### config.mk
export PLATFORM = sky130hd
export DESIGN_NAME = top_k_peak_trough_finder_top
export DESIGN_NICKNAME = d
export VERILOG_FILES = /design/src/hdl/tkpt_pkg.sv /design/src/hdl/tkpt_front.sv /design/src/hdl/tkpt_fifo.sv /design/src/hdl/tkpt_back.sv /design/src/hdl/top_k_peak_trough_finder_top.sv
export SDC_FILE = /design/constraint.sdc
export NUM_CORES = 1
export LEC_CHECK = 0
export ABC_AREA = 1
export BUFFER_PORTS_ARGS = -buffer_cell sky130_fd_sc_hd__clkbuf_2
export CORE_MARGIN = 2
export CORE_UTILIZATION = 41
export CTS_CLUSTER_SIZE = 14
export DETAILED_ROUTE_END_ITERATION = 16
export GPL_TIMING_DRIVEN = 0
export PLACE_DENSITY = 0.65
export RECOVER_POWER = 25
export SYNTH_ARGS = -nofsm -noshare
export SYNTH_HDL_FRONTEND = slang
export SYNTH_HIERARCHICAL = 1
export SYNTH_SLANG_ARGS = --single-unit
### constraint.sdc
create_clock -name clk -period 9.6 [get_ports clk]
set_clock_uncertainty 0.2 [all_clocks]
set_input_delay 0.96 -clock clk [delete_from_list [all_inputs] [get_ports clk]]
set_output_delay 0.96 -clock clk [all_outputs]
set_load 0.02 [all_outputs]
### src/hdl/tkpt_pkg.sv
`default_nettype none
// ----------------------------------------------------------------------------
// tkpt_pkg
// Shared types of the top-k peak and trough finder: queue command codes and
// the back-end sequencer states.
// ----------------------------------------------------------------------------
package tkpt_pkg;

    // command codes carried through the front-to-back queue
    typedef enum logic [1:0] {
        OP_PEAK   = 2'd0,
        OP_TROUGH = 2'd1,
        OP_REPORT = 2'd2
    } op_t;

    typedef enum logic [1:0] {
        BK_IDLE,
        BK_SCAN,
        BK_RPT_READ,
        BK_RPT_LOAD
    } back_state_t;

endpackage
`default_nettype wire

### src/hdl/tkpt_front.sv
`default_nettype none
// ----------------------------------------------------------------------------
// tkpt_front
// Input side: trims leading zeros, tracks rise/fall, turns each sample into
// keep-peak, keep-trough and report commands pushed one per cycle while the queue is not full.
// ----------------------------------------------------------------------------
module tkpt_front
    import tkpt_pkg::*;
#(
    parameter int FRAME_MAX = 128,
    localparam int IW = $clog2(FRAME_MAX),
    localparam int CMD_W = 2 + 16 + IW
)
(
    input  wire                      clk,
    input  wire                      rst_n,
    input  wire                      in_valid,
    output logic                     in_stall,
    input  wire  signed [15:0]       sample,
    input  wire                      frame_end,
    output logic                     push,
    output logic [CMD_W-1:0]         push_data,
    input  wire                      fifo_full
);

    typedef struct packed {
        op_t                op;
        logic signed [15:0] value;
        logic [IW-1:0]      t;
    } cmd_t;

    typedef struct packed {
        logic rising;
        logic falling;
        logic peak;
        logic trough;
    } pair_t;

    function automatic pair_t compare_pair(input logic signed [15:0] a,
                                           input logic signed [15:0] b,
                                           input logic rising,
                                           input logic falling);
        pair_t r;
        logic  up;
        logic  down;
        up        = b > a;
        down      = b < a;
        r.rising  = rising | up;
        r.falling = falling | down;
        r.peak    = down & r.rising;
        if (r.peak)
        begin
            r.rising = 1'b0;
        end
        r.trough  = up & r.falling;
        if (r.trough)
        begin
            r.falling = 1'b0;
        end
        return r;
    endfunction

    logic [IW:0]        sample_index_reg, sample_index_next;
    logic               seen_reg, seen_next;
    logic [IW-1:0]      start_reg, start_next;
    logic signed [15:0] prev_reg, prev_next;
    logic [IW-1:0]      lastnz_reg, lastnz_next;
    logic               rising_reg, rising_next;
    logic               falling_reg, falling_next;
    logic               zpend_reg, zpend_next;
    cmd_t               pend_reg [3];
    cmd_t               pend_next [3];
    logic [1:0]         pend_cnt_reg, pend_cnt_next;

    logic               accept;
    logic [IW-1:0]      t;
    logic [IW-1:0]      t_m1;
    pair_t              p1;
    pair_t              p2;
    logic               k1_v, k2_v, rep_v;
    cmd_t               k1, k2, rep;
    cmd_t               lst [3];
    logic [1:0]         n;

    assign in_stall  = pend_cnt_reg != 2'd0;
    assign accept    = in_valid && !in_stall;
    assign push      = (pend_cnt_reg != 2'd0) && !fifo_full;
    assign push_data = pend_reg[0];
    assign t         = sample_index_reg[IW-1:0];
    assign t_m1      = t - IW'(1);

    always_comb
    begin
        sample_index_next = sample_index_reg;
        seen_next         = seen_reg;
        start_next        = start_reg;
        prev_next         = prev_reg;
        lastnz_next       = lastnz_reg;
        rising_next       = rising_reg;
        falling_next      = falling_reg;
        zpend_next        = zpend_reg;
        pend_next         = pend_reg;
        pend_cnt_next     = pend_cnt_reg;
        p1                = '0;
        p2                = '0;
        k1_v              = 1'b0;
        k2_v              = 1'b0;
        rep_v             = 1'b0;
        k1                = '0;
        k2                = '0;
        rep               = '0;
        lst               = pend_reg;
        n                 = 2'd0;

        if (accept)
        begin
            if (sample_index_reg < (IW+1)'(FRAME_MAX))
            begin
                sample_index_next = sample_index_reg + 1'b1;
                if (!seen_reg)
                begin
                    if (sample != 16'sd0)
                    begin
                        seen_next   = 1'b1;
                        start_next  = t;
                        prev_next   = sample;
                        lastnz_next = t;
                    end
                end
                else if (sample == 16'sd0)
                begin
                    zpend_next = 1'b1;
                end
                else
                begin
                    if (zpend_reg)
                    begin
                        // held comparison into the zero run, then out of it
                        p1 = compare_pair(prev_reg, 16'sd0, rising_reg, falling_reg);
                        p2 = compare_pair(16'sd0, sample, p1.rising, p1.falling);
                        k1_v         = p1.peak | p1.trough;
                        k1.op        = p1.peak ? OP_PEAK : OP_TROUGH;
                        k1.value     = prev_reg;
                        k1.t         = lastnz_reg;
                        k2_v         = p2.peak | p2.trough;
                        k2.op        = p2.peak ? OP_PEAK : OP_TROUGH;
                        k2.value     = 16'sd0;
                        k2.t         = t_m1;
                        rising_next  = p2.rising;
                        falling_next = p2.falling;
                        zpend_next   = 1'b0;
                    end
                    else
                    begin
                        p1 = compare_pair(prev_reg, sample, rising_reg, falling_reg);
                        k1_v         = p1.peak | p1.trough;
                        k1.op        = p1.peak ? OP_PEAK : OP_TROUGH;
                        k1.value     = prev_reg;
                        k1.t         = t_m1;
                        rising_next  = p1.rising;
                        falling_next = p1.falling;
                    end
                    prev_next   = sample;
                    lastnz_next = t;
                end
            end

            if (frame_end)
            begin
                rep_v             = 1'b1;
                rep.op            = OP_REPORT;
                rep.value         = 16'sd0;
                rep.t             = start_next;
                sample_index_next = '0;
                seen_next         = 1'b0;
                start_next        = '0;
                prev_next         = 16'sd0;
                lastnz_next       = '0;
                rising_next       = 1'b0;
                falling_next      = 1'b0;
                zpend_next        = 1'b0;
            end

            // pack the commands of this sample to the front of the list
            if (k1_v)
            begin
                lst[n] = k1;
                n      = n + 2'd1;
            end
            if (k2_v)
            begin
                lst[n] = k2;
                n      = n + 2'd1;
            end
            if (rep_v)
            begin
                lst[n] = rep;
                n      = n + 2'd1;
            end
            pend_next     = lst;
            pend_cnt_next = n;
        end
        else if (push)
        begin
            pend_next[0]  = pend_reg[1];
            pend_next[1]  = pend_reg[2];
            pend_cnt_next = pend_cnt_reg - 2'd1;
        end
    end

    always_ff @(posedge clk or negedge rst_n)
    begin
        if (!rst_n)
        begin
            sample_index_reg <= '0;
            seen_reg         <= 1'b0;
            start_reg        <= '0;
            prev_reg         <= 16'sd0;
            lastnz_reg       <= '0;
            rising_reg       <= 1'b0;
            falling_reg      <= 1'b0;
            zpend_reg        <= 1'b0;
            pend_cnt_reg     <= 2'd0;
        end
        else
        begin
            sample_index_reg <= sample_index_next;
            seen_reg         <= seen_next;
            start_reg        <= start_next;
            prev_reg         <= prev_next;
            lastnz_reg       <= lastnz_next;
            rising_reg       <= rising_next;
            falling_reg      <= falling_next;
            zpend_reg        <= zpend_next;
            pend_cnt_reg     <= pend_cnt_next;
        end
    end

    always_ff @(posedge clk)
    begin
        pend_reg <= pend_next;
    end

    // the frame state is back at its start after the final sample
    a_frame_cleared: assert property (@(posedge clk) disable iff (!rst_n)
        accept && frame_end |=> !seen_reg && (sample_index_reg == '0) && !zpend_reg)
        else $error("frame state not cleared after frame end");

endmodule
`default_nettype wire

### src/hdl/tkpt_fifo.sv
`default_nettype none
// ----------------------------------------------------------------------------
// tkpt_fifo
// Four-entry command queue between the front end and the slot engine.
// ----------------------------------------------------------------------------
module tkpt_fifo
#(
    parameter int W = 8
)
(
    input  wire            clk,
    input  wire            rst_n,
    input  wire            push,
    input  wire  [W-1:0]   push_data,
    output logic           full,
    input  wire            pop,
    output logic [W-1:0]   head_data,
    output logic           head_valid
);

    localparam int DEPTH = 4;
    localparam int PW    = 2;

    logic [W-1:0]  mem_reg [DEPTH];
    logic [PW-1:0] wr_ptr_reg, wr_ptr_next;
    logic [PW-1:0] rd_ptr_reg, rd_ptr_next;
    logic [PW:0]   count_reg, count_next;

    assign full       = count_reg == (PW+1)'(DEPTH);
    assign head_valid = count_reg != '0;
    assign head_data  = mem_reg[rd_ptr_reg];

    always_comb
    begin
        wr_ptr_next = wr_ptr_reg;
        rd_ptr_next = rd_ptr_reg;
        count_next  = count_reg;
        if (push)
        begin
            wr_ptr_next = wr_ptr_reg + 1'b1;
        end
        if (pop)
        begin
            rd_ptr_next = rd_ptr_reg + 1'b1;
        end
        case ({push, pop})
            2'b10:   count_next = count_reg + 1'b1;
            2'b01:   count_next = count_reg - 1'b1;
            default: count_next = count_reg;
        endcase
    end

    always_ff @(posedge clk or negedge rst_n)
    begin
        if (!rst_n)
        begin
            wr_ptr_reg <= '0;
            rd_ptr_reg <= '0;
            count_reg  <= '0;
        end
        else
        begin
            wr_ptr_reg <= wr_ptr_next;
            rd_ptr_reg <= rd_ptr_next;
            count_reg  <= count_next;
        end
    end

    always_ff @(posedge clk)
    begin
        if (push)
        begin
            mem_reg[wr_ptr_reg] <= push_data;
        end
    end

    a_no_overflow: assert property (@(posedge clk) disable iff (!rst_n)
        push |-> !full)
        else $error("command queue overflow");

    a_no_underflow: assert property (@(posedge clk) disable iff (!rst_n)
        pop |-> head_valid)
        else $error("command queue underflow");

endmodule
`default_nettype wire

### src/hdl/tkpt_back.sv
`default_nettype none
// ----------------------------------------------------------------------------
// tkpt_back
// Slot engine: scans the kept slots for the weakest one, replaces it with a
// stronger candidate, and streams out the slot times on a report.
// ----------------------------------------------------------------------------
module tkpt_back
    import tkpt_pkg::*;
#(
    parameter int SLOT_MAX = 8,
    parameter int FRAME_MAX = 128,
    localparam int IW = $clog2(FRAME_MAX),
    localparam int CMD_W = 2 + 16 + IW
)
(
    input  wire                      clk,
    input  wire                      rst_n,
    input  wire  [3:0]               peak_slots,
    input  wire  [3:0]               trough_slots,
    input  wire                      head_valid,
    input  wire  [CMD_W-1:0]         head_data,
    output logic                     pop,
    output logic                     out_valid,
    input  wire                      out_stall,
    output logic                     kind,
    output logic [2:0]               slot,
    output logic signed [7:0]        time_res,
    output logic                     run_last
);

    localparam int SW    = (SLOT_MAX > 1) ? $clog2(SLOT_MAX) : 1;
    localparam int CW    = $clog2(SLOT_MAX + 1);
    localparam int DW    = (IW > 8) ? IW : 8;
    localparam int DEPTH = 2 ** (SW + 1);

    localparam logic signed [15:0] VAL_INIT_PEAK   = -16'sd5120;
    localparam logic signed [15:0] VAL_INIT_TROUGH = 16'sd5120;

    typedef struct packed {
        op_t                op;
        logic signed [15:0] value;
        logic [IW-1:0]      t;
    } cmd_t;

    typedef struct packed {
        logic signed [15:0] value;
        logic [IW-1:0]      t;
    } slot_t;

    function automatic logic [CW-1:0] active_count(input logic [3:0] c);
        if (c == 4'd0)
        begin
            return CW'(1);
        end
        else if (int'(c) > SLOT_MAX)
        begin
            return CW'(SLOT_MAX);
        end
        else
        begin
            return CW'(c);
        end
    endfunction

    back_state_t        state_reg, state_next;
    logic               kind_reg, kind_next;
    logic [SW-1:0]      idx_reg, idx_next;
    logic signed [15:0] cmd_val_reg, cmd_val_next;
    logic [IW-1:0]      cmd_t_reg, cmd_t_next;
    logic [IW-1:0]      start_reg, start_next;
    logic signed [15:0] best_val_reg, best_val_next;
    logic [SW-1:0]      best_pos_reg, best_pos_next;
    logic [DEPTH-1:0]   valid_reg, valid_next;

    slot_t              mem [DEPTH];
    slot_t              rd_data_reg;
    logic               rd_vld_reg;

    logic               out_valid_reg, out_valid_next;
    logic               out_kind_reg, out_kind_next;
    logic [2:0]         out_slot_reg, out_slot_next;
    logic signed [7:0]  out_time_reg, out_time_next;
    logic               out_last_reg, out_last_next;

    cmd_t               head;
    logic [CW-1:0]      n_cur;
    logic               is_last;
    logic signed [15:0] eff_val;
    logic [IW-1:0]      eff_t;
    logic               out_free;
    logic               out_load;
    logic               better;
    logic               stronger;
    logic signed [15:0] cur_best;
    logic [SW-1:0]      cur_pos;
    logic [SW:0]        rd_addr;
    logic [SW:0]        wr_addr;
    logic               wr_en;
    slot_t              wr_data;
    logic               clear_valid;

    assign head     = head_data;
    assign n_cur    = kind_reg ? active_count(trough_slots) : active_count(peak_slots);
    assign is_last  = CW'(idx_reg) == (n_cur - CW'(1));
    assign eff_val  = rd_vld_reg ? rd_data_reg.value
                                 : (kind_reg ? VAL_INIT_TROUGH : VAL_INIT_PEAK);
    assign eff_t    = rd_vld_reg ? rd_data_reg.t : '0;
    assign out_free = !out_valid_reg || !out_stall;

    assign out_valid = out_valid_reg;
    assign kind      = out_kind_reg;
    assign slot      = out_slot_reg;
    assign time_res  = out_time_reg;
    assign run_last  = out_last_reg;

    always_comb
    begin
        state_next    = state_reg;
        kind_next     = kind_reg;
        idx_next      = idx_reg;
        cmd_val_next  = cmd_val_reg;
        cmd_t_next    = cmd_t_reg;
        start_next    = start_reg;
        best_val_next = best_val_reg;
        best_pos_next = best_pos_reg;
        out_kind_next = out_kind_reg;
        out_slot_next = out_slot_reg;
        out_time_next = out_time_reg;
        out_last_next = out_last_reg;
        rd_addr       = {kind_reg, idx_reg};
        wr_en         = 1'b0;
        wr_addr       = {kind_reg, best_pos_reg};
        wr_data.value = cmd_val_reg;
        wr_data.t     = cmd_t_reg;
        pop           = 1'b0;
        out_load      = 1'b0;
        clear_valid   = 1'b0;
        better        = 1'b0;
        stronger      = 1'b0;
        cur_best      = best_val_reg;
        cur_pos       = best_pos_reg;

        unique case (state_reg)
            BK_IDLE:
            begin
                rd_addr = {head.op == OP_TROUGH, SW'(0)};
                if (head_valid)
                begin
                    pop      = 1'b1;
                    idx_next = '0;
                    unique case (head.op) inside
                        OP_PEAK, OP_TROUGH:
                        begin
                            kind_next    = head.op == OP_TROUGH;
                            cmd_val_next = head.value;
                            cmd_t_next   = head.t;
                            state_next   = BK_SCAN;
                        end
                        OP_REPORT:
                        begin
                            kind_next  = 1'b0;
                            start_next = head.t;
                            state_next = BK_RPT_LOAD;
                        end
                        default:
                        begin
                            state_next = BK_IDLE;
                        end
                    endcase
                end
            end

            BK_SCAN:
            begin
                // first weakest slot: smallest peak or largest trough
                better = (idx_reg == '0) ||
                         (kind_reg ? (eff_val > best_val_reg) : (eff_val < best_val_reg));
                cur_best      = better ? eff_val : best_val_reg;
                cur_pos       = better ? idx_reg : best_pos_reg;
                best_val_next = cur_best;
                best_pos_next = cur_pos;
                if (is_last)
                begin
                    stronger = kind_reg ? (cmd_val_reg < cur_best) : (cmd_val_reg > cur_best);
                    if (stronger)
                    begin
                        wr_en   = 1'b1;
                        wr_addr = {kind_reg, cur_pos};
                    end
                    state_next = BK_IDLE;
                end
                else
                begin
                    idx_next = SW'(idx_reg + 1'b1);
                    rd_addr  = {kind_reg, SW'(idx_reg + 1'b1)};
                end
            end

            BK_RPT_READ:
            begin
                state_next = BK_RPT_LOAD;
            end

            BK_RPT_LOAD:
            begin
                if (out_free)
                begin
                    out_load      = 1'b1;
                    out_kind_next = kind_reg;
                    out_slot_next = 3'(idx_reg);
                    out_time_next = 8'(DW'(eff_t) - DW'(start_reg));
                    out_last_next = kind_reg && is_last;
                    if (is_last)
                    begin
                        if (!kind_reg)
                        begin
                            kind_next  = 1'b1;
                            idx_next   = '0;
                            state_next = BK_RPT_READ;
                        end
                        else
                        begin
                            clear_valid = 1'b1;
                            state_next  = BK_IDLE;
                        end
                    end
                    else
                    begin
                        idx_next   = SW'(idx_reg + 1'b1);
                        state_next = BK_RPT_READ;
                    end
                end
            end

            default:
            begin
                state_next = BK_IDLE;
            end
        endcase

        out_valid_next = out_load || (out_valid_reg && out_stall);

        valid_next = valid_reg;
        if (wr_en)
        begin
            valid_next[wr_addr] = 1'b1;
        end
        if (clear_valid)
        begin
            valid_next = '0;
        end
    end

    always_ff @(posedge clk or negedge rst_n)
    begin
        if (!rst_n)
        begin
            state_reg     <= BK_IDLE;
            valid_reg     <= '0;
            out_valid_reg <= 1'b0;
        end
        else
        begin
            state_reg     <= state_next;
            valid_reg     <= valid_next;
            out_valid_reg <= out_valid_next;
        end
    end

    always_ff @(posedge clk)
    begin
        kind_reg      <= kind_next;
        idx_reg       <= idx_next;
        cmd_val_reg   <= cmd_val_next;
        cmd_t_reg     <= cmd_t_next;
        start_reg     <= start_next;
        best_val_reg  <= best_val_next;
        best_pos_reg  <= best_pos_next;
        out_kind_reg  <= out_kind_next;
        out_slot_reg  <= out_slot_next;
        out_time_reg  <= out_time_next;
        out_last_reg  <= out_last_next;
    end

    // slot store, one read and one write port, registered read
    always_ff @(posedge clk)
    begin
        if (wr_en)
        begin
            mem[wr_addr] <= wr_data;
        end
        rd_data_reg <= mem[rd_addr];
        rd_vld_reg  <= valid_reg[rd_addr];
    end

    a_slots_cleared: assert property (@(posedge clk) disable iff (!rst_n)
        (state_reg == BK_RPT_LOAD) && out_load && out_last_next |=> valid_reg == '0)
        else $error("slots not cleared after report");

    a_last_is_trough: assert property (@(posedge clk) disable iff (!rst_n)
        out_valid_reg && out_last_reg |-> out_kind_reg)
        else $error("report ended on a peak slot");

endmodule
`default_nettype wire

### src/hdl/top_k_peak_trough_finder_top.sv
`default_nettype none
// ----------------------------------------------------------------------------
// top_k_peak_trough_finder_top
// Top-k local extrema finder over frames of signed Q7.8 samples.
// ----------------------------------------------------------------------------
// Samples enter one per transfer; a sample with k candidates (k up to two,
// plus one for the frame end) holds the input until they have gone into a
// four-entry command queue. The slot engine behind the queue handles each
// candidate by walking the slot store through its single read port one slot
// per cycle to find the weakest entry among the active slots of its kind;
// that scan sets the sustained rate when extrema are dense. On the last
// sample of a frame the engine streams peak_slots peak times and then
// trough_slots trough times, and clears its slots by valid bits in the same
// cycle the last result is loaded. Slot counts outside 1..SLOT_MAX are
// clipped.
// ----------------------------------------------------------------------------
module top_k_peak_trough_finder_top
    import tkpt_pkg::*;
#(
    parameter int SLOT_MAX = 8,
    parameter int FRAME_MAX = 128
)
(
    input  wire                clk,
    input  wire                rst_n,
    input  wire                cfg_write,
    input  wire                cfg_index,
    input  wire  [3:0]         cfg_data,
    input  wire                in_valid,
    output logic               in_stall,
    input  wire  signed [15:0] sample,
    input  wire                frame_end,
    output logic               out_valid,
    input  wire                out_stall,
    output logic               kind,
    output logic [2:0]         slot,
    output logic signed [7:0]  time_res,
    output logic               run_last
);

    localparam int  IW    = $clog2(FRAME_MAX);
    localparam int  CMD_W = 2 + 16 + IW;

    localparam logic CFG_PEAK_SLOTS   = 1'b0;
    localparam logic CFG_TROUGH_SLOTS = 1'b1;

    logic [3:0]       peak_slots_reg, peak_slots_next;
    logic [3:0]       trough_slots_reg, trough_slots_next;

    logic             push;
    logic [CMD_W-1:0] push_data;
    logic             fifo_full;
    logic             pop;
    logic [CMD_W-1:0] head_data;
    logic             head_valid;

    always_comb
    begin
        peak_slots_next   = peak_slots_reg;
        trough_slots_next = trough_slots_reg;
        if (cfg_write)
        begin
            unique case (cfg_index)
                CFG_PEAK_SLOTS:   peak_slots_next   = cfg_data;
                CFG_TROUGH_SLOTS: trough_slots_next = cfg_data;
                default:          peak_slots_next   = peak_slots_reg;
            endcase
        end
    end

    always_ff @(posedge clk or negedge rst_n)
    begin
        if (!rst_n)
        begin
            peak_slots_reg   <= 4'd1;
            trough_slots_reg <= 4'd1;
        end
        else
        begin
            peak_slots_reg   <= peak_slots_next;
            trough_slots_reg <= trough_slots_next;
        end
    end

    tkpt_front #(
        .FRAME_MAX (FRAME_MAX)
    ) u_front (
        .clk       (clk),
        .rst_n     (rst_n),
        .in_valid  (in_valid),
        .in_stall  (in_stall),
        .sample    (sample),
        .frame_end (frame_end),
        .push      (push),
        .push_data (push_data),
        .fifo_full (fifo_full)
    );

    tkpt_fifo #(
        .W (CMD_W)
    ) u_fifo (
        .clk        (clk),
        .rst_n      (rst_n),
        .push       (push),
        .push_data  (push_data),
        .full       (fifo_full),
        .pop        (pop),
        .head_data  (head_data),
        .head_valid (head_valid)
    );

    tkpt_back #(
        .SLOT_MAX  (SLOT_MAX),
        .FRAME_MAX (FRAME_MAX)
    ) u_back (
        .clk          (clk),
        .rst_n        (rst_n),
        .peak_slots   (peak_slots_reg),
        .trough_slots (trough_slots_reg),
        .head_valid   (head_valid),
        .head_data    (head_data),
        .pop          (pop),
        .out_valid    (out_valid),
        .out_stall    (out_stall),
        .kind         (kind),
        .slot         (slot),
        .time_res     (time_res),
        .run_last     (run_last)
    );

endmodule
`default_nettype wire
# Word-level counts from Yosys, hierarchy flattened
# Memories as Yosys holds them, arrays and structs flattened. A register that Yosys moved wholly into a read port is not among the register bits.
# Index checks and enable logic that the tools add are counted.
dict set report classes {
  order_cmp 20
  n_reduce_logical 44
  n_eq_ne 18
  muxes 153
  add_sub_neg 12
  n_bitwise 19
}
# cell n
set ops {}
lappend ops {{25-bit 2-to-1 mux} 15}
lappend ops {{75-bit 2-to-1 mux} 3}
lappend ops {{16-bit 2-to-1 mux} 10}
lappend ops {{75-bit bitwise mux} 2}
lappend ops {{25-bit demux with 2-bit select} 2}
lappend ops {{50-bit 2-to-1 mux} 2}
lappend ops {{1-bit 2-to-1 mux} 72}
lappend ops {{7-bit 2-to-1 mux} 10}
lappend ops {{16-bit > comparator} 3}
lappend ops {{16-bit less-than comparator} 3}
lappend ops {{3-bit 2-to-1 mux} 10}
lappend ops {{2-bit 2-to-1 mux} 11}
lappend ops {{4-bit 2-to-1 mux} 5}
lappend ops {{1-bit by 16-bit > comparator with 1-bit output (first input constant)} 1}
lappend ops {{16-bit by 1-bit > comparator with 1-bit output (second input constant)} 1}
lappend ops {{16-bit zero test} 1}
lappend ops {{1-bit by 16-bit less-than comparator with 1-bit output (first input constant)} 1}
lappend ops {{16-bit by 1-bit less-than comparator with 1-bit output (second input constant)} 1}
lappend ops {{8-bit 2-to-1 mux} 2}
lappend ops {{16-bit bitwise OR} 1}
lappend ops {{16-bit nonzero test} 1}
lappend ops {{2-bit nonzero test} 7}
lappend ops {{3-bit AND reduction} 4}
lappend ops {{4-bit by 5-bit less-than comparator with 1-bit output (second input constant)} 2}
lappend ops {{44 further kinds} 96}
dict set report word_totals {
  output_inout_bits 15
  reg_bits 220
  wordCells 306
  memories 2
  inputBits 27
  mem_bits_rw 468
}
# memory depth word_bits read_ports rd_ports_with_merged_regs write_ports line_no
set mem_list {}
lappend mem_list {u_back.mem 16 23 1 1 1 tkpt_back.sv:75} ;# slot_t mem [DEPTH];
lappend mem_list {u_fifo.mem_reg 4 25 1 0 1 tkpt_fifo.sv:24} ;# logic [W-1:0] mem_reg [DEPTH];

# Longest topological paths before layout
dict set report logic_depth {
  depth_word 27
  depth_mapped 39
  depth_no_buf 35
}

# By module
# The synthesis kept the hierarchy.
# module cells_each seq_area_each_um2 area_per_inst_um2 n_inst
set by_module_without_submodules {}
lappend by_module_without_submodules {tkpt_back 1576 13988.4 20283.2 1}
lappend by_module_without_submodules {tkpt_front 789 2842.7 6206.0 1}
lappend by_module_without_submodules {tkpt_fifo 389 3178.0 4444.3 1}
lappend by_module_without_submodules {top_k_peak_trough_finder_top 36 202.7 335.3 1}

# Least setup slack after synthesis
# OpenSTA, ideal clock, no wires.
dict set report synth_timing {
  path_kind {register to register}
  startpoint {register u_back.rd_vld_reg}
  endpoint {memory u_back/mem[0][0] (netlist name) (enable)}
  required_time_ps 9022
  synth_period_minus_slack_ps 5339
  slack_ps 4261
  t_arrival_ps 4761
  setup_time_ps 378
  path_buffers 4
  path_stages_with_launch 37
  cell_sequence {dfxtp_1 clkbuf_1 clkbuf_1 nand2_1 inv_1 ha_1 a21oi_1 nor2_1 nor2_1 nand2_1 nand2_1 nand2_1 nand2_1 nand2_1 nand2_1 nand2_1 nand2_1 clkbuf_1 buf_2 nand2_1 o21ai_0 inv_1 ha_1 nand2_1 nor2_1 nand2_1 nor2_1 a21oi_1 nand2_1 nand2_1 nand3_1 nand2_1 nor2_2 nand3_1 nor2_1 nand3_1 inv_1}
}
dict set report synth_between {
  elab_chain_len 12
  word_cells_on_any_way 18
  cone_classes {4 x order compare; 13 x mux; 1 x reduce/logical}
}
# item line_no
set synth_rtl {}
lappend synth_rtl {{from (decl)} tkpt_back.sv:77} ;# logic rd_vld_reg;
lappend synth_rtl {{from (signal assigned)} tkpt_back.sv:293} ;# rd_vld_reg <= valid_reg[rd_addr];
lappend synth_rtl {{16-bit 2-to-1 mux (*)} tkpt_back.sv:105} ;# assign eff_val = rd_vld_reg ? rd_data_reg.value
lappend synth_rtl {{16-bit less-than comparator / 16-bit > comparator (equally long branches)} tkpt_back.sv:177} ;# (kind_reg ? (eff_val > best_val_reg) : (eff_val < best_val_reg));
lappend synth_rtl {{1-bit 2-to-1 mux} tkpt_back.sv:177}
lappend synth_rtl {{1-bit logical OR} tkpt_back.sv:176} ;# better = (idx_reg == '0) ||
lappend synth_rtl {{16-bit 2-to-1 mux} tkpt_back.sv:178} ;# cur_best = better ? eff_val : best_val_reg;
lappend synth_rtl {{16-bit > comparator / 16-bit less-than comparator (equally long branches)} tkpt_back.sv:184} ;# stronger = kind_reg ? (cmd_val_reg < cur_best) : (cmd_val_reg > cur_best);
lappend synth_rtl {{1-bit 2-to-1 mux} tkpt_back.sv:184}
lappend synth_rtl {{1-bit 2-to-1 mux} tkpt_back.sv:185} ;# if (stronger)
lappend synth_rtl {{1-bit 2-to-1 mux} tkpt_back.sv:182} ;# if (is_last)
lappend synth_rtl {{1-bit 2-to-1 mux} tkpt_back.sv:143} ;# unique case (state_reg)
lappend synth_rtl {{1-bit 2-to-1 mux} tkpt_back.sv:288} ;# if (wr_en)
lappend synth_rtl {{1-bit 2-to-1 mux (implied by the code)} tkpt_back.sv:290} ;# mem[wr_addr] <= wr_data;
lappend synth_rtl {{to (decl)} tkpt_back.sv:75}
# Every way passes the cells marked *; elsewhere a longest branch is shown, timed or not.

# Final worst setup path
dict set report layout_timing {
  startpoint {register u_back.rd_vld_reg}
  endpoint {memory u_back/mem[5][16] (netlist name) (enable)}
}
# Same word-level chain as after synthesis.

==> results.sh <==
export IMPL_die_w_microns=280
export IMPL_root_buffer="clkbuf_16"
export IMPL_slew_headroom_pct=-56.6
export IMPL_dp_hpwl_microns=49200
export IMPL_synth_area_top_cells="edfxtp_1 (57%), nand2_1 (8.3%), dfrtp_1 (6.1%)"
export IMPL_holdPathStages=2
export IMPL_synth_seq_area_share_pct=64.6
export IMPL_final_max_slew_viol_count=81
export IMPL_clockBufferDepth=3
export IMPL_dpl_cell_area_sq_um=32800
export IMPL_io_pins=42
export IMPL_synth_top_area_share_pct=56.9
export IMPL_synth_seq_cells=694
export IMPL_synth_nets=2891
export IMPL_cts_hold_repair_buffers=0
export IMPL_fin_crit_ns=7.66
export IMPL_grt_start_max_net_pins=43
export IMPL_wl_per_cell_microns=18.4
export IMPL_routed_wl_microns=72300
export IMPL_ant_nets=0
export IMPL_ff2ff_path_depth=36
export IMPL_placementRows=101
export IMPL_hp_class="reg2reg"
export IMPL_syn_instance_count=2790
export IMPL_grt_use_total_pct=18.4
export IMPL_end_kind="flip-flop"
export IMPL_grt_setup_unrepaired="false"
export IMPL_viasPerCell=5.08
export IMPL_critical_path_class="reg2reg"
export IMPL_cp_max_fo=23
export IMPL_violations="capacitance limit, slew limit"
export IMPL_fmax_ghz=0.131
export IMPL_drt_first_pass_iters=5
export IMPL_largest_register_ff_count=368
export IMPL_cts_num_sinks=694
export IMPL_fin_area_sq_um=34900
export IMPL_finalSetupViolCount=0
export IMPL_synth_async_reset_ratio_pct=11.2
export IMPL_setup_slack_ns=1.94
export IMPL_finalSetupTns_ns=0
export IMPL_fin_crit_sh_pct=79.8
export IMPL_synth_avg_cell_area_sq_um=11.2
export IMPL_postCtsSetupBuffers=0
export IMPL_area_delta_synth_final_pct=11.5
export IMPL_fin_util_pct=46.1
export IMPL_cts_htree_levels=3
export IMPL_drc_errors=0
export IMPL_antenna_found_initial=0
export IMPL_numPortBuffers=39
export IMPL_cp_arrival_ns=7.67
export IMPL_core_area_sq_um=75700
export IMPL_clk_pin_slew_ns=0.06
export IMPL_drt_initial_drc_count=1628
export IMPL_synth_area_sq_um=31300
export IMPL_synthFlopType="edfxtp_1"
export IMPL_cts_tree="yes"
export IMPL_dieHeight_microns=280
export IMPL_peakVddDrop_mv=0.205
export IMPL_cp_common_cell="nand2_1"
export IMPL_drv_cap=2
export IMPL_place_gp_congestion=0.879
export IMPL_fin_nets=3006
export IMPL_num_vias=20000
export IMPL_power_density_nw_per_um2=368
export IMPL_start_util_pct=41.3
export IMPL_status="finished, violations left"
export IMPL_overflow=0
export IMPL_synth_distinct_cells=51
export IMPL_startpoint_type="flip-flop"
export IMPL_tightest_slew_ns=2.35
export IMPL_die_area_sq_um=78500
export IMPL_p_total_mw=12.8
export IMPL_grt_pass1_vias=19200
export IMPL_dp_slack_ns=1.97
export IMPL_synth_edf_count=592
export IMPL_p_leak_nw=14.5
export IMPL_insertedDiodeCount=0
export IMPL_netlist_top_cell_by_area="edfxtp_1"
export IMPL_cts_buffers=70
export IMPL_hold_viol=0
export IMPL_post_route_cells_drive_above_1_share_pct=9.35
export IMPL_cts_resized=0
export IMPL_crit_slowest_cell="inv_1"
export IMPL_clock_latency_ns=0.61
export IMPL_yosysWarnings=6
export IMPL_grt_pass1_wl_microns=110000
export IMPL_cpPeakStageDelay_ns=0.96
export IMPL_required_ns=9.61
## routing by layer
metal	share of wire, %	vias to the layer above	global-route usage [%]
met5	0	-	0
met4	2.6	0	5.22
met3	5.2	124	2.90
met2	49	533	31.8
met1	44	9613	23.8
li1	-	9728	-
## final timing paths
check	start	slack, ns	to
worst max-delay path	u_back/rd_vld_reg$_DFF_P_	1.94	u_back/mem[5][16]$_DFFE_PP_
worst min-delay path	trough_slots_reg[0]$_DFFE_PN1P_	0.27	trough_slots_reg[0]$_DFFE_PN1P_
worst max register to register	u_back/rd_vld_reg$_DFF_P_	1.94	u_back/mem[5][16]$_DFFE_PP_
worst min register to register	trough_slots_reg[0]$_DFFE_PN1P_	0.27	trough_slots_reg[0]$_DFFE_PN1P_
max in group asynchronous	rst_n	5.38	u_front/prev_reg[15]$_DFFE_PN0P_
min in group asynchronous	rst_n	0.76	u_front/start_reg[4]$_DFFE_PN0P_
## cells in the mapped netlist (2+ instances only)
cell	instances
a211oi_1	3
a21o_1	3
a21oi_1	77
a21oi_2	2
a31oi_1	2
buf_1	2
buf_2	54
buf_4	34
buf_6	10
clkbuf_1	37
dfrtp_1	76
dfstp_2	2
dfxtp_1	24
edfxtp_1	592
fa_1	2
ha_1	72
inv_1	318
inv_2	11
mux2_2	22
mux2i_1	162
nand2_1	695
nand2_2	7
nand3_1	184
nand3_2	4
nand3_4	2
nand4_1	25
nor2_1	119
nor2_2	3
nor3_1	11
nor4_1	5
o211ai_1	28
o21a_1	5
o21ai_0	113
o21ai_1	23
o21ai_2	3
o21bai_1	4
o22ai_1	24
or2_2	2
xnor2_1	5
xor2_1	12
## cell usage in the layout (no fill, tap or decap), drive strengths merged
cell type	count
buf	78
nor3	12
a211oi	3
o211ai	28
a31oi	2
nand3	190
nor2	123
edfxtp	592
o21bai	4
o21a	5
o21ai	139
clkinvlp	2
clkbuf	204
clkinv	24
nor4	5
a22o	1
a21oi	79
o221ai	1
bufinv	2
mux2i	162
xor2	13
dfrtp	76
or2	2
a2111oi	1
dfstp	2
a21o	3
nand4	25
nor3b	1
xnor2	5
inv	330
ha	72
o22ai	24
dfxtp	24
nand2	703
fa	2
mux2	22
## metrics by stage
stage | hold WS, ns | cells
6_report | 0.265 | 3939
5_1_grt | 0.303 | 3939
4_1_cts | 0.166 | 3939
3_5_place_dp | 0.261 | 3811
3_3_place_gp | 0.256 | 3807
2_1_floorplan | 0.228 | 2790
## power by group
group | internal (mW) | switching [mW]
clock | 1.51 | 1.11
sequential | 4.27 | 0.384
combinational | 1.82 | 3.73
## critical path, delay by kind of cell, from the launching register on
| family | cells | cell delay [ns] |
|---|---|---|
| AOI/OAI and AO/OA | 3 | 0.40 |
| adders and majority gates | 2 | 0.54 |
| buffers and inverters | 7 | 2.87 |
| DFF | 1 | 0.30 |
| and+or+nand+nor | 24 | 2.90 |
## cell families (layout without fill, tap and decap cells)
family / Yosys count / after routing / synth area share (%)
simple gates: 1061 / 1061 / 14.1
flops: 694 / 694 / 64.6
buf+inv: 469 / 640 / 6.54
compound gates: 290 / 290 / 5.19
mux: 184 / 184 / 5.98
fa+ha+maj: 74 / 74 / 3.01
xor+xnor: 18 / 18 / 0.528
## area by class of cell
class	count	area [sq um]
inverters	330	1240
plain buffers	139	709
clock inverters	28	208
repair buffers	43	243
multi-input cells	1627	9020
flip-flops and latches	694	20200
fillers	6839	40800
clock buffers	100	2000
well taps	978	1220
No activity file was read; power rests on OpenSTA's default activity.
